--- config.mk ---
export PLATFORM = sky130hd
export DESIGN_NAME = timed_release_frame_queue_flat
export DESIGN_NICKNAME = d
export VERILOG_FILES = /design/src/rtl/core/trfq_pkg.sv /design/src/rtl/core/trfq_if.sv /design/src/rtl/core/trfq_store.sv /design/src/rtl/core/trfq_ctrl.sv /design/src/rtl/core/timed_release_frame_queue.sv /design/src/flat_wrapper.sv
export SDC_FILE = /design/constraint.sdc
export NUM_CORES = 2
export LEC_CHECK = 0
export BUFFER_PORTS_ARGS = -buffer_cell sky130_fd_sc_hd__buf_2
export CAP_MARGIN = 10
export CORE_ASPECT_RATIO = 0.8
export CORE_UTILIZATION = 67
export CTS_BUF_LIST = sky130_fd_sc_hd__clkbuf_4 sky130_fd_sc_hd__clkbuf_8 sky130_fd_sc_hd__clkbuf_16
export DETAILED_ROUTE_END_ITERATION = 6
export PLACE_DENSITY_LB_ADDON = 0.15
export SETUP_SLACK_MARGIN = 0.3
export SLEW_MARGIN = 5
export SYNTH_ARGS = -nofsm -noshare
export SYNTH_HDL_FRONTEND = slang
export SYNTH_SLANG_ARGS = --single-unit
--- constraint.sdc ---
create_clock -name clk -period 49.9 [get_ports clk]
set_input_delay 4.99 -clock clk [delete_from_list [all_inputs] [get_ports clk]]
set_output_delay 4.99 -clock clk [all_outputs]
set_load 0.05 [all_outputs]
--- src/rtl/core/trfq_pkg.sv ---
package trfq_pkg;

    localparam int SEQ_W  = 32;
    localparam int TIME_W = 48;
    localparam int TAG_W  = 32;
    localparam int CFG_W  = 5;
    localparam int OCC_W  = 5;

    typedef enum logic [1:0] {
        CMD_PUSH = 2'd0,
        CMD_POP  = 2'd1,
        CMD_SEEK = 2'd2
    } cmd_t;

    typedef struct packed {
        logic [1:0]        cmd;
        logic [SEQ_W-1:0]  seq;
        logic [TIME_W-1:0] t;
        logic [TAG_W-1:0]  tag;
    } item_t;

    typedef struct packed {
        logic [SEQ_W-1:0]  seq;
        logic [TIME_W-1:0] t;
        logic [TAG_W-1:0]  tag;
    } frame_t;

    typedef struct packed {
        logic              ok;
        logic [SEQ_W-1:0]  seq;
        logic [TIME_W-1:0] t;
        logic [TAG_W-1:0]  tag;
        logic [OCC_W-1:0]  occupancy;
    } result_t;

endpackage

--- src/rtl/core/trfq_if.sv ---
interface trfq_in_if;
    import trfq_pkg::*;

    logic                     valid;
    logic                     ready;
    logic [1:0]               cmd;
    logic [SEQ_W-1:0]         in_sequence;
    logic signed [TIME_W-1:0] in_time;
    logic [TAG_W-1:0]         in_tag;

    modport source (output valid, output cmd, output in_sequence, output in_time,
                    output in_tag, input ready);
    modport sink (input valid, input cmd, input in_sequence, input in_time,
                  input in_tag, output ready);
endinterface

interface trfq_out_if;
    import trfq_pkg::*;

    logic                     valid;
    logic                     ready;
    logic                     ok;
    logic [SEQ_W-1:0]         out_sequence;
    logic signed [TIME_W-1:0] out_time;
    logic [TAG_W-1:0]         out_tag;
    logic [OCC_W-1:0]         occupancy;

    modport source (output valid, output ok, output out_sequence, output out_time,
                    output out_tag, output occupancy, input ready);
    modport sink (input valid, input ok, input out_sequence, input out_time,
                  input out_tag, input occupancy, output ready);
endinterface

--- src/rtl/core/trfq_store.sv ---
module trfq_store
    import trfq_pkg::*;
#(
    parameter int DEPTH = 16
)
(
    input  logic                                  clk,
    input  logic                                  we,
    input  logic [(DEPTH > 1 ? $clog2(DEPTH) : 1)-1:0] waddr,
    input  frame_t                                wdata,
    input  logic [(DEPTH > 1 ? $clog2(DEPTH) : 1)-1:0] raddr,
    output frame_t                                rdata
);

    frame_t mem [DEPTH];
    frame_t rdata_reg;

    always_ff @(posedge clk)
    begin
        if (we)
        begin
            mem[waddr] <= wdata;
        end
    end

    // Write-first: a frame pushed into the slot that becomes the head is seen
    // by the next command.
    always_ff @(posedge clk)
    begin
        if (we && (waddr == raddr))
        begin
            rdata_reg <= wdata;
        end
        else
        begin
            rdata_reg <= mem[raddr];
        end
    end

    assign rdata = rdata_reg;

endmodule

--- src/rtl/core/trfq_ctrl.sv ---
module trfq_ctrl
    import trfq_pkg::*;
#(
    parameter int DEPTH = 16
)
(
    input  logic                                  clk,
    input  logic                                  rst_n,
    input  logic                                  cfg_we,
    input  logic [CFG_W-1:0]                      cfg_data,
    input  logic                                  advance,
    input  item_t                                 item,
    input  frame_t                                head_frame,
    output logic                                  mem_we,
    output logic [(DEPTH > 1 ? $clog2(DEPTH) : 1)-1:0] mem_waddr,
    output frame_t                                mem_wdata,
    output logic [(DEPTH > 1 ? $clog2(DEPTH) : 1)-1:0] mem_raddr,
    output result_t                               result
);

    localparam int IDX_W = (DEPTH > 1) ? $clog2(DEPTH) : 1;
    localparam logic [IDX_W-1:0] LAST_IDX = IDX_W'(DEPTH - 1);

    logic [CFG_W-1:0]  capacity_reg;
    logic [IDX_W-1:0]  head_reg, head_next;
    logic [IDX_W-1:0]  tail_reg, tail_next;
    logic [OCC_W-1:0]  count_reg, count_next;
    logic [SEQ_W-1:0]  last_seq_reg, last_seq_next;
    logic [TIME_W-1:0] floor_reg, floor_next;
    logic [CFG_W-1:0]  cap_eff;

    function automatic logic [IDX_W-1:0] next_index(input logic [IDX_W-1:0] i);
        return (i == LAST_IDX) ? '0 : i + 1'b1;
    endfunction

    always_comb
    begin
        if (32'(capacity_reg) > 32'(DEPTH))
        begin
            cap_eff = CFG_W'(DEPTH);
        end
        else
        begin
            cap_eff = capacity_reg;
        end
    end

    always_comb
    begin
        head_next     = head_reg;
        tail_next     = tail_reg;
        count_next    = count_reg;
        last_seq_next = last_seq_reg;
        floor_next    = floor_reg;
        mem_we        = 1'b0;
        result        = '0;
        if (advance)
        begin
            case (item.cmd)
                CMD_PUSH:
                begin
                    if ((count_reg < cap_eff) && (item.seq > last_seq_reg) &&
                        ($signed(item.t) >= $signed(floor_reg)))
                    begin
                        mem_we        = 1'b1;
                        tail_next     = next_index(tail_reg);
                        count_next    = count_reg + 1'b1;
                        last_seq_next = item.seq;
                        result.ok     = 1'b1;
                    end
                end
                CMD_POP:
                begin
                    if ((count_reg != '0) && ($signed(head_frame.t) <= $signed(item.t)))
                    begin
                        head_next  = next_index(head_reg);
                        count_next = count_reg - 1'b1;
                        result.ok  = 1'b1;
                        result.seq = head_frame.seq;
                        result.t   = head_frame.t;
                        result.tag = head_frame.tag;
                    end
                end
                CMD_SEEK:
                begin
                    head_next     = '0;
                    tail_next     = '0;
                    count_next    = '0;
                    last_seq_next = '0;
                    floor_next    = item.t[TIME_W-1] ? '0 : item.t;
                    result.ok     = 1'b1;
                end
                default:
                begin
                end
            endcase
        end
        result.occupancy = count_next;
    end

    assign mem_waddr = tail_reg;
    assign mem_wdata = '{seq: item.seq, t: item.t, tag: item.tag};
    // The store always reads the slot that will be the head, so the head
    // frame is ready for the following command.
    assign mem_raddr = head_next;

    always_ff @(posedge clk or negedge rst_n)
    begin
        if (!rst_n)
        begin
            capacity_reg <= CFG_W'(16);
            head_reg     <= '0;
            tail_reg     <= '0;
            count_reg    <= '0;
            last_seq_reg <= '0;
            floor_reg    <= '0;
        end
        else
        begin
            if (cfg_we)
            begin
                capacity_reg <= cfg_data;
            end
            head_reg     <= head_next;
            tail_reg     <= tail_next;
            count_reg    <= count_next;
            last_seq_reg <= last_seq_next;
            floor_reg    <= floor_next;
        end
    end

endmodule

--- src/rtl/core/timed_release_frame_queue.sv ---
// Timed-release frame queue: a FIFO of frame descriptors gated by
// presentation time.
// Commands arrive on frame_in (cmd, in_sequence, in_time, in_tag); every
// command gives exactly one result on frame_out (ok, out_sequence, out_time,
// out_tag, occupancy). A transfer happens when valid and ready are both high.
// A command sits in an input register while the compares and pointer
// updates run, and its result is loaded into an output register.
// One command is taken every cycle while frame_out does not stall; the
// head frame is read from the store ahead of the command that uses it,
// so a pop that follows a pop or push needs no wait.
// When frame_out stalls, one command can still be taken into the input
// register; frame_in.ready drops only when both registers are full.
// The capacity register is written through cfg_wr_en and cfg_wr_data and
// should only be changed while no command is in flight.
// Reset (rst_n low) empties the queue, clears the last sequence and the
// seek floor, and sets capacity to 16. Store entries keep no reset value.
module timed_release_frame_queue
    import trfq_pkg::*;
#(
    parameter int DEPTH = 16
)
(
    input  logic             clk,
    input  logic             rst_n,
    input  logic             cfg_wr_en,
    input  logic [CFG_W-1:0] cfg_wr_data,
    trfq_in_if.sink          frame_in,
    trfq_out_if.source       frame_out
);

    localparam int IDX_W = (DEPTH > 1) ? $clog2(DEPTH) : 1;

    logic       in_valid_reg;
    item_t      item_reg;
    logic       res_valid_reg;
    result_t    res_reg;
    logic       advance;
    result_t    result;
    logic       mem_we;
    logic [IDX_W-1:0] mem_waddr;
    logic [IDX_W-1:0] mem_raddr;
    frame_t     mem_wdata;
    frame_t     head_frame;

    assign advance        = in_valid_reg && (!res_valid_reg || frame_out.ready);
    assign frame_in.ready = !in_valid_reg || advance;

    always_ff @(posedge clk or negedge rst_n)
    begin
        if (!rst_n)
        begin
            in_valid_reg  <= 1'b0;
            res_valid_reg <= 1'b0;
        end
        else
        begin
            if (frame_in.valid && frame_in.ready)
            begin
                in_valid_reg <= 1'b1;
            end
            else if (advance)
            begin
                in_valid_reg <= 1'b0;
            end
            if (advance)
            begin
                res_valid_reg <= 1'b1;
            end
            else if (frame_out.ready)
            begin
                res_valid_reg <= 1'b0;
            end
        end
    end

    always_ff @(posedge clk)
    begin
        if (frame_in.valid && frame_in.ready)
        begin
            item_reg.cmd <= frame_in.cmd;
            item_reg.seq <= frame_in.in_sequence;
            item_reg.t   <= frame_in.in_time;
            item_reg.tag <= frame_in.in_tag;
        end
        if (advance)
        begin
            res_reg <= result;
        end
    end

    trfq_ctrl #(.DEPTH(DEPTH)) u_ctrl (
        .clk        (clk),
        .rst_n      (rst_n),
        .cfg_we     (cfg_wr_en),
        .cfg_data   (cfg_wr_data),
        .advance    (advance),
        .item       (item_reg),
        .head_frame (head_frame),
        .mem_we     (mem_we),
        .mem_waddr  (mem_waddr),
        .mem_wdata  (mem_wdata),
        .mem_raddr  (mem_raddr),
        .result     (result)
    );

    trfq_store #(.DEPTH(DEPTH)) u_store (
        .clk   (clk),
        .we    (mem_we),
        .waddr (mem_waddr),
        .wdata (mem_wdata),
        .raddr (mem_raddr),
        .rdata (head_frame)
    );

    assign frame_out.valid        = res_valid_reg;
    assign frame_out.ok           = res_reg.ok;
    assign frame_out.out_sequence = res_reg.seq;
    assign frame_out.out_time     = res_reg.t;
    assign frame_out.out_tag      = res_reg.tag;
    assign frame_out.occupancy    = res_reg.occupancy;

endmodule

--- src/flat_wrapper.sv ---
// flat-port wrapper written by rule: the top's interface ports become plain ports
module timed_release_frame_queue_flat import trfq_pkg::*;
#(
    parameter int DEPTH = 16
)
  (clk, rst_n, cfg_wr_en, cfg_wr_data, frame_in_valid, frame_in_cmd, frame_in_in_sequence, frame_in_in_time, frame_in_in_tag, frame_in_ready, frame_out_valid, frame_out_ok, frame_out_out_sequence, frame_out_out_time, frame_out_out_tag, frame_out_occupancy, frame_out_ready);
  trfq_in_if frame_in_i ();
  trfq_out_if frame_out_i ();
  input  logic clk;
  input  logic rst_n;
  input  logic cfg_wr_en;
  input  logic [CFG_W-1:0] cfg_wr_data;
  input wire logic [$bits(frame_in_i.valid)-1:0] frame_in_valid;
  input wire logic [$bits(frame_in_i.cmd)-1:0] frame_in_cmd;
  input wire logic [$bits(frame_in_i.in_sequence)-1:0] frame_in_in_sequence;
  input wire logic [$bits(frame_in_i.in_time)-1:0] frame_in_in_time;
  input wire logic [$bits(frame_in_i.in_tag)-1:0] frame_in_in_tag;
  output wire logic [$bits(frame_in_i.ready)-1:0] frame_in_ready;
  output wire logic [$bits(frame_out_i.valid)-1:0] frame_out_valid;
  output wire logic [$bits(frame_out_i.ok)-1:0] frame_out_ok;
  output wire logic [$bits(frame_out_i.out_sequence)-1:0] frame_out_out_sequence;
  output wire logic [$bits(frame_out_i.out_time)-1:0] frame_out_out_time;
  output wire logic [$bits(frame_out_i.out_tag)-1:0] frame_out_out_tag;
  output wire logic [$bits(frame_out_i.occupancy)-1:0] frame_out_occupancy;
  input wire logic [$bits(frame_out_i.ready)-1:0] frame_out_ready;
  assign frame_in_i.valid = frame_in_valid;
  assign frame_in_i.cmd = frame_in_cmd;
  assign frame_in_i.in_sequence = frame_in_in_sequence;
  assign frame_in_i.in_time = frame_in_in_time;
  assign frame_in_i.in_tag = frame_in_in_tag;
  assign frame_in_ready = frame_in_i.ready;
  assign frame_out_valid = frame_out_i.valid;
  assign frame_out_ok = frame_out_i.ok;
  assign frame_out_out_sequence = frame_out_i.out_sequence;
  assign frame_out_out_time = frame_out_i.out_time;
  assign frame_out_out_tag = frame_out_i.out_tag;
  assign frame_out_occupancy = frame_out_i.occupancy;
  assign frame_out_i.ready = frame_out_ready;
  timed_release_frame_queue #(.DEPTH(DEPTH)) u_core (.clk(clk), .rst_n(rst_n), .cfg_wr_en(cfg_wr_en), .cfg_wr_data(cfg_wr_data), .frame_in(frame_in_i), .frame_out(frame_out_i));
endmodule
==> After elaboration in Yosys (flattened, before gate mapping) <==
Memory sizes are Yosys's and may differ from the RTL's. A register that Yosys moved wholly into a read port is not among the register bits.
Cells that the tools add are included.
{ "word_totals": {"reg_bits": 332, "latch_bits": 0, "ram_bits": 1792, "romBits": 0, "input_bits": 124, "output_inout_bits": 120, "wordCells": 75, "mem_count": 1} }
{ "op_classes": {"addsub": 4, "multipliers": 0, "n_div": 0, "n_lt_le_gt_ge": 5, "eq_ne": 5, "n_shift": 0, "mux": 26, "bitwise_logic": 0, "reduce_logical": 17} }
{ "mem_list": {"columns": ["memory", "words", "word_bits", "rd", "rd_clocked_by_memory_dff", "write_ports", "line", "text"], "rows": [
  ["u_core.u_store.mem", 16, 112, 1, 1, 1, "trfq_store.sv:15", "frame_t mem [DEPTH];"]
]} }
{ "ops": {"columns": ["operator", "n"], "rows": [
  ["113-bit 2-to-1 mux", 1],
  ["32-bit case mux with 2 select lines", 1],
  ["48-bit >= comparator", 1],
  ["48-bit <= comparator", 1],
  ["47-bit 2-to-1 mux", 1],
  ["32-bit > comparator", 1],
  ["32-bit 2-to-1 mux", 1],
  ["4-bit 2-to-1 mux", 5],
  ["5-bit 2-to-1 mux", 4],
  ["4-bit case mux with 2 select lines", 2],
  ["5-bit case mux with 3 select lines", 1],
  ["1-bit 2-to-1 mux", 9],
  ["4-bit by 1-bit adder with 4-bit output (second input constant)", 2],
  ["4-bit equality test (second input constant)", 2],
  ["2-bit nonzero test", 3],
  ["5-bit by 1-bit adder with 5-bit output (second input constant)", 1],
  ["5-bit > comparator (second input constant)", 1],
  ["1-bit logical AND", 5],
  ["5-bit < comparator", 1],
  ["5-bit nonzero test", 1],
  ["5-bit by 1-bit subtractor with 5-bit output (second input constant)", 1],
  ["2-bit AND reduction", 2],
  ["1-bit case mux with 3 select lines", 1],
  ["3-bit AND reduction", 1],
  ["other kinds (6)", 8]
]} }

==> Depth between registers and ports, before layout <==
{ "depth": {"depth_word": 10, "mapped_depth": 17, "mapped_depth_nobuf": 13} }

==> Modules after synthesis <==
Synthesis repeated with hierarchy kept, for this count alone.
{ "unflattened": {"hier_cells": 4132, "area_unflattened_um2": 83517.6} }
{ "modules_own_cells": {"columns": ["module", "instances", "cells_per_inst", "area_per_inst_um2", "seq_area_each_um2"], "rows": [
  ["trfq_store", 1, 2756, 67006.8, 53891.7],
  ["trfq_ctrl", 1, 1136, 9440.3, 2428.6],
  ["timed_release_frame_queue", 1, 240, 7070.5, 7016.7]
]} }

==> Least setup slack after synthesis <==
OpenSTA, ideal clock, no wires.
{ "synth_path": {"kind": "input port to flip-flop", "start": "input frame_out_ready", "end": "memory u_core.u_store.mem[1][0] (netlist bit), enable pin", "setup_ns": 0.897, "t_arrival_ns": 19.870, "t_required_ns": 49.003, "setup_slack_ns": 29.134, "cell_stages": 5, "n_path_buf": 0, "path_cell_list": "nand2b_1 nand2_1 inv_1 nand2_1 nor4b_1"} }
{ "synth_between": {"elab_chain_cells": 5} }
{ "synth_rtl": {"columns": ["item", "line", "text"], "rows": [
  ["from (decl)", "flat_wrapper.sv:25", "input wire logic [$bits(frame_out_i.ready)-1:0] frame_out_ready;"],
  ["1-bit logical OR", "timed_release_frame_queue.sv:45", "assign advance = in_valid_reg && (!res_valid_reg || frame_out.ready);"],
  ["1-bit logical AND", "timed_release_frame_queue.sv:45", null],
  ["via u_core.advance", "timed_release_frame_queue.sv:37", "logic advance;"],
  ["1-bit 2-to-1 mux", "trfq_ctrl.sv:57", "if (advance)"],
  ["1-bit 2-to-1 mux", "trfq_store.sv:20", "if (we)"],
  ["1-bit 2-to-1 mux (not written as such)", "trfq_store.sv:22", "mem[waddr] <= wdata;"],
  ["to (decl)", "trfq_store.sv:15", null]
]} }
The timed path passes the listed nets, and every way through them passes these cells.

==> Worst setup path after layout <==
{ "layout_path": {"start": "input frame_out_ready", "end": "output frame_in_ready"} }
{ "layout_between": {"elab_chain_cells": 3} }
{ "layout_rtl": {"columns": ["item", "line", "text"], "rows": [
  ["1-bit logical OR", "timed_release_frame_queue.sv:45", null],
  ["1-bit logical AND", "timed_release_frame_queue.sv:45", null],
  ["1-bit logical OR", "timed_release_frame_queue.sv:46", "assign frame_in.ready = !in_valid_reg || advance;"],
  ["to (decl)", "flat_wrapper.sv:18", "output wire logic [$bits(frame_in_i.ready)-1:0] frame_in_ready;"]
]} }
No other way between the ends.

==> impl_metrics.env <==
export IMPL_drive_gt1_share_pct=28.7
export IMPL_hpwlAfterDp_mm=102
export IMPL_grt_max_degree=109
export IMPL_hold_class="reg2reg"
export IMPL_tritoncts="done"
export IMPL_routabilityCongestion=0.834
export IMPL_synth_nets=4038
export IMPL_grt_overflow_total=0
export IMPL_netlist_top_cells_area="edfxtp_1 74%, mux4_2 15%, dfrtp_1 3.0%"
export IMPL_boundaryPins=244
export IMPL_rsz0062_at_grt="false"
export IMPL_yosys_area_top_type="edfxtp_1"
export IMPL_path_max_fanout=3
export IMPL_p_leak_nw=30.1
export IMPL_worst_path_most_repeated_cell="buf_2"
export IMPL_netlist_area_mm2=0.0827
export IMPL_hold_viol=0
export IMPL_routedWlPerCell_um=33.1
export IMPL_cp_slowest_cell="buf_2"
export IMPL_cp_required_ps=44910
export IMPL_netlist_instances=3772
export IMPL_area_growth_pct=11.4
export IMPL_path_delay_family="buffers and inverters"
export IMPL_antenna_found_initial=11
export IMPL_final_max_slew_viol_count=0
export IMPL_p_per_area_mw_per_mm2=47.1
export IMPL_dpl_cell_area_mm2=0.0859
export IMPL_status="finished, final reports clean"
export IMPL_peakVddDrop_v=0.0000613
export IMPL_cts_made_buffers=189
export IMPL_synth_area_per_cell_um2=21.9
export IMPL_cts_buffer_depth=3
export IMPL_final_antenna_net_count=0
export IMPL_synth_edf_count=2024
export IMPL_dieArea_mm2=0.125
export IMPL_htreeDepth=4
export IMPL_io_buffer_count=243
export IMPL_worst_slew_pin_slew_ps=1230
export IMPL_fmax_mhz=95.0
export IMPL_start_util_pct=68.0
export IMPL_cts_sinks=2127
export IMPL_die_y_um=316
export IMPL_firstDrtPassIters=6
export IMPL_clk_latency_ps=840
export IMPL_finalSetupViolations=0
export IMPL_fp_row_count=114
export IMPL_dieWidth_um=395
export IMPL_crit_chain="buf_2, nand3b_1, buf_2"
export IMPL_grt_pass1_wl_mm=282
export IMPL_grt_use_total_pct=31.9
export IMPL_ys_seq_area_share_pct=76.6
export IMPL_fillers=6326
export IMPL_crit_buf_inv=2
export IMPL_path_clk_slew_ps=70
export IMPL_synth_commonest_cells="2024 x edfxtp_1, 560 x mux4_2, 146 x inv_1, 142 x ha_1, 128 x nand2_1"
export IMPL_fin_tns_setup_ps=0
export IMPL_via_per_inst=6.90
export IMPL_seq_area_mm2=0.0634
export IMPL_clock_skew_ps=33.8
export IMPL_ys_types=64
export IMPL_setup_worst_path_end_class="primary output"
export IMPL_nets=4381
export IMPL_critPathMaxStageDelay_ps=250
export IMPL_critical_path_class="in2out"
export IMPL_drc=0
export IMPL_fp_coreArea_mm2=0.122
export IMPL_via_count=40700
export IMPL_post_cts_setup_buffer_count=0
export IMPL_cts_resized=0
export IMPL_max_slew_margin_rel_pct=18.3
export IMPL_cp_arrival_ps=5540
export IMPL_yosys_area_top_type_share_pct=73.5
export IMPL_fin_crit_ps=10530
export IMPL_largest_reg_flops=1792
export IMPL_drt_iter0_drc=5401
export IMPL_synth_main_ff_cell="edfxtp_1"
export IMPL_synth_ff_latch_count=2127
export IMPL_finalInstanceArea_mm2=0.0921
export IMPL_grt_pass1_vias=41400
export IMPL_max_cap_viol_count=0
export IMPL_yosys_warnings=0
export IMPL_synth_most_common_cell="edfxtp_1"
export IMPL_root_buffer="clkbuf_16"
export IMPL_async_flop_share_pct=4.65
export IMPL_ctsHoldBuffers=0
export IMPL_multiInputGateArea_mm2=0.0182
export IMPL_wirelength_mm=195
export IMPL_cp_start_kind="input port"
export IMPL_diodes=0
export IMPL_finalCritPeriodShare_pct=21.1
-- tightest hold or removal path: stages, from the launching register on --
cell and delay, ps:
dfrtp_1 340, nand2_1 50, o31ai_1 50
-- placed cells by master, fill, tap and decap left out, types with 5 or more instances in the layout --
master     Yosys  routed
edfxtp_1    2024    2024
mux4_2       560     560
buf_2         14     242
clkbuf_16      0     193
inv_1        146     145
ha_1         142     142
nand2_1      128     127
and2_1       120     111
dfrtp_1       98      98
buf_4         10      74
a21oi_1       55      55
clkbuf_4       0      51
o31ai_1       48      48
o21ai_0       47      47
nand2b_1      39      39
clkinv_1       0      39
nand4_1       26      26
clkinv_2       0      26
nor2_1        24      24
o21ai_1       19      19
nand3_1       15      15
bufinv_16      0      13
a21o_1        11      11
nor3_1        11      10
and2_4         0       9
a211oi_1       8       8
inv_6          0       7
mux2i_1        6       6
clkbuf_8       0       6
or4_1          5       5
-- cells by family (layout without fill, tap and decap cells) --
group | count (synthesis) | count (layout) | synth area share (%)
flops | 2127 | 2127 | 76.6
mux | 571 | 571 | 15.4
simple gates | 397 | 397 | 2.63
buf+inv | 313 | 807 | 1.49
compound gates | 222 | 222 | 1.72
fa+ha+maj | 142 | 142 | 2.15
-- layout make-up --
class	instances	area share [%]
Clock buffer	250	5.75
Tap cell	1624	2.21
Clock inverter	92	0.923
Sequential cell	2127	68.8
Timing Repair Buffer	319	1.98
Inverter	146	0.601
Multi-Input combinational cell	1332	19.7
-- metrics by stage --
step / instances / total power (W) / setup slack [ps] / utilization (%) / hold WS (ps)
after floorplan: 3772 / 0.00269 / 29130 / - / 449
after global placement: 5548 / 0.00290 / 39400 / 70.7 / 460
after detailed placement: 5548 / 0.00291 / 39420 / 70.7 / 465
after CTS: 5890 / 0.00436 / 39370 / 75.8 / 480
after global routing: 5890 / 0.00447 / 39370 / 75.8 / 501
final: 5890 / 0.00434 / 39370 / 75.8 / 478
-- per-layer routing --
metal,vias to the layer above,global-route usage (%),routed length [µm]
li1,16300,-,-
met1,21400,46.6,75100
met2,2602,50.8,95200
met3,358,5.48,18900
met4,2,9.86,5510
met5,-,0,7
-- where the power goes --
part / leakage (nW) / switching [W] / internal [W]
clock: 3.08 / 0.000640 / 0.000815
sequential: 19.7 / 0.0000679 / 0.00201
combinational: 7.34 / 0.000428 / 0.000374
-- path summary, 6_finish.rpt --
path	from	end	slack, ps	depth (start not counted)
max	frame_out_ready	frame_in_ready	39370	3
min	u_core.u_ctrl.floor_reg[21]	u_core.u_ctrl.floor_reg[21]	480	2
max reg2reg	register	u_core.frame_out.out_time[21]	41300	16
min reg2reg	u_core.u_ctrl.floor_reg[21]	u_core.u_ctrl.floor_reg[21]	480	2
max in group asynchronous	rst_n	u_core.in_valid_reg	44300	2
min in group asynchronous	rst_n	u_core.u_ctrl.floor_reg[25]	4240	1
(Power assumes the default switching activity.)
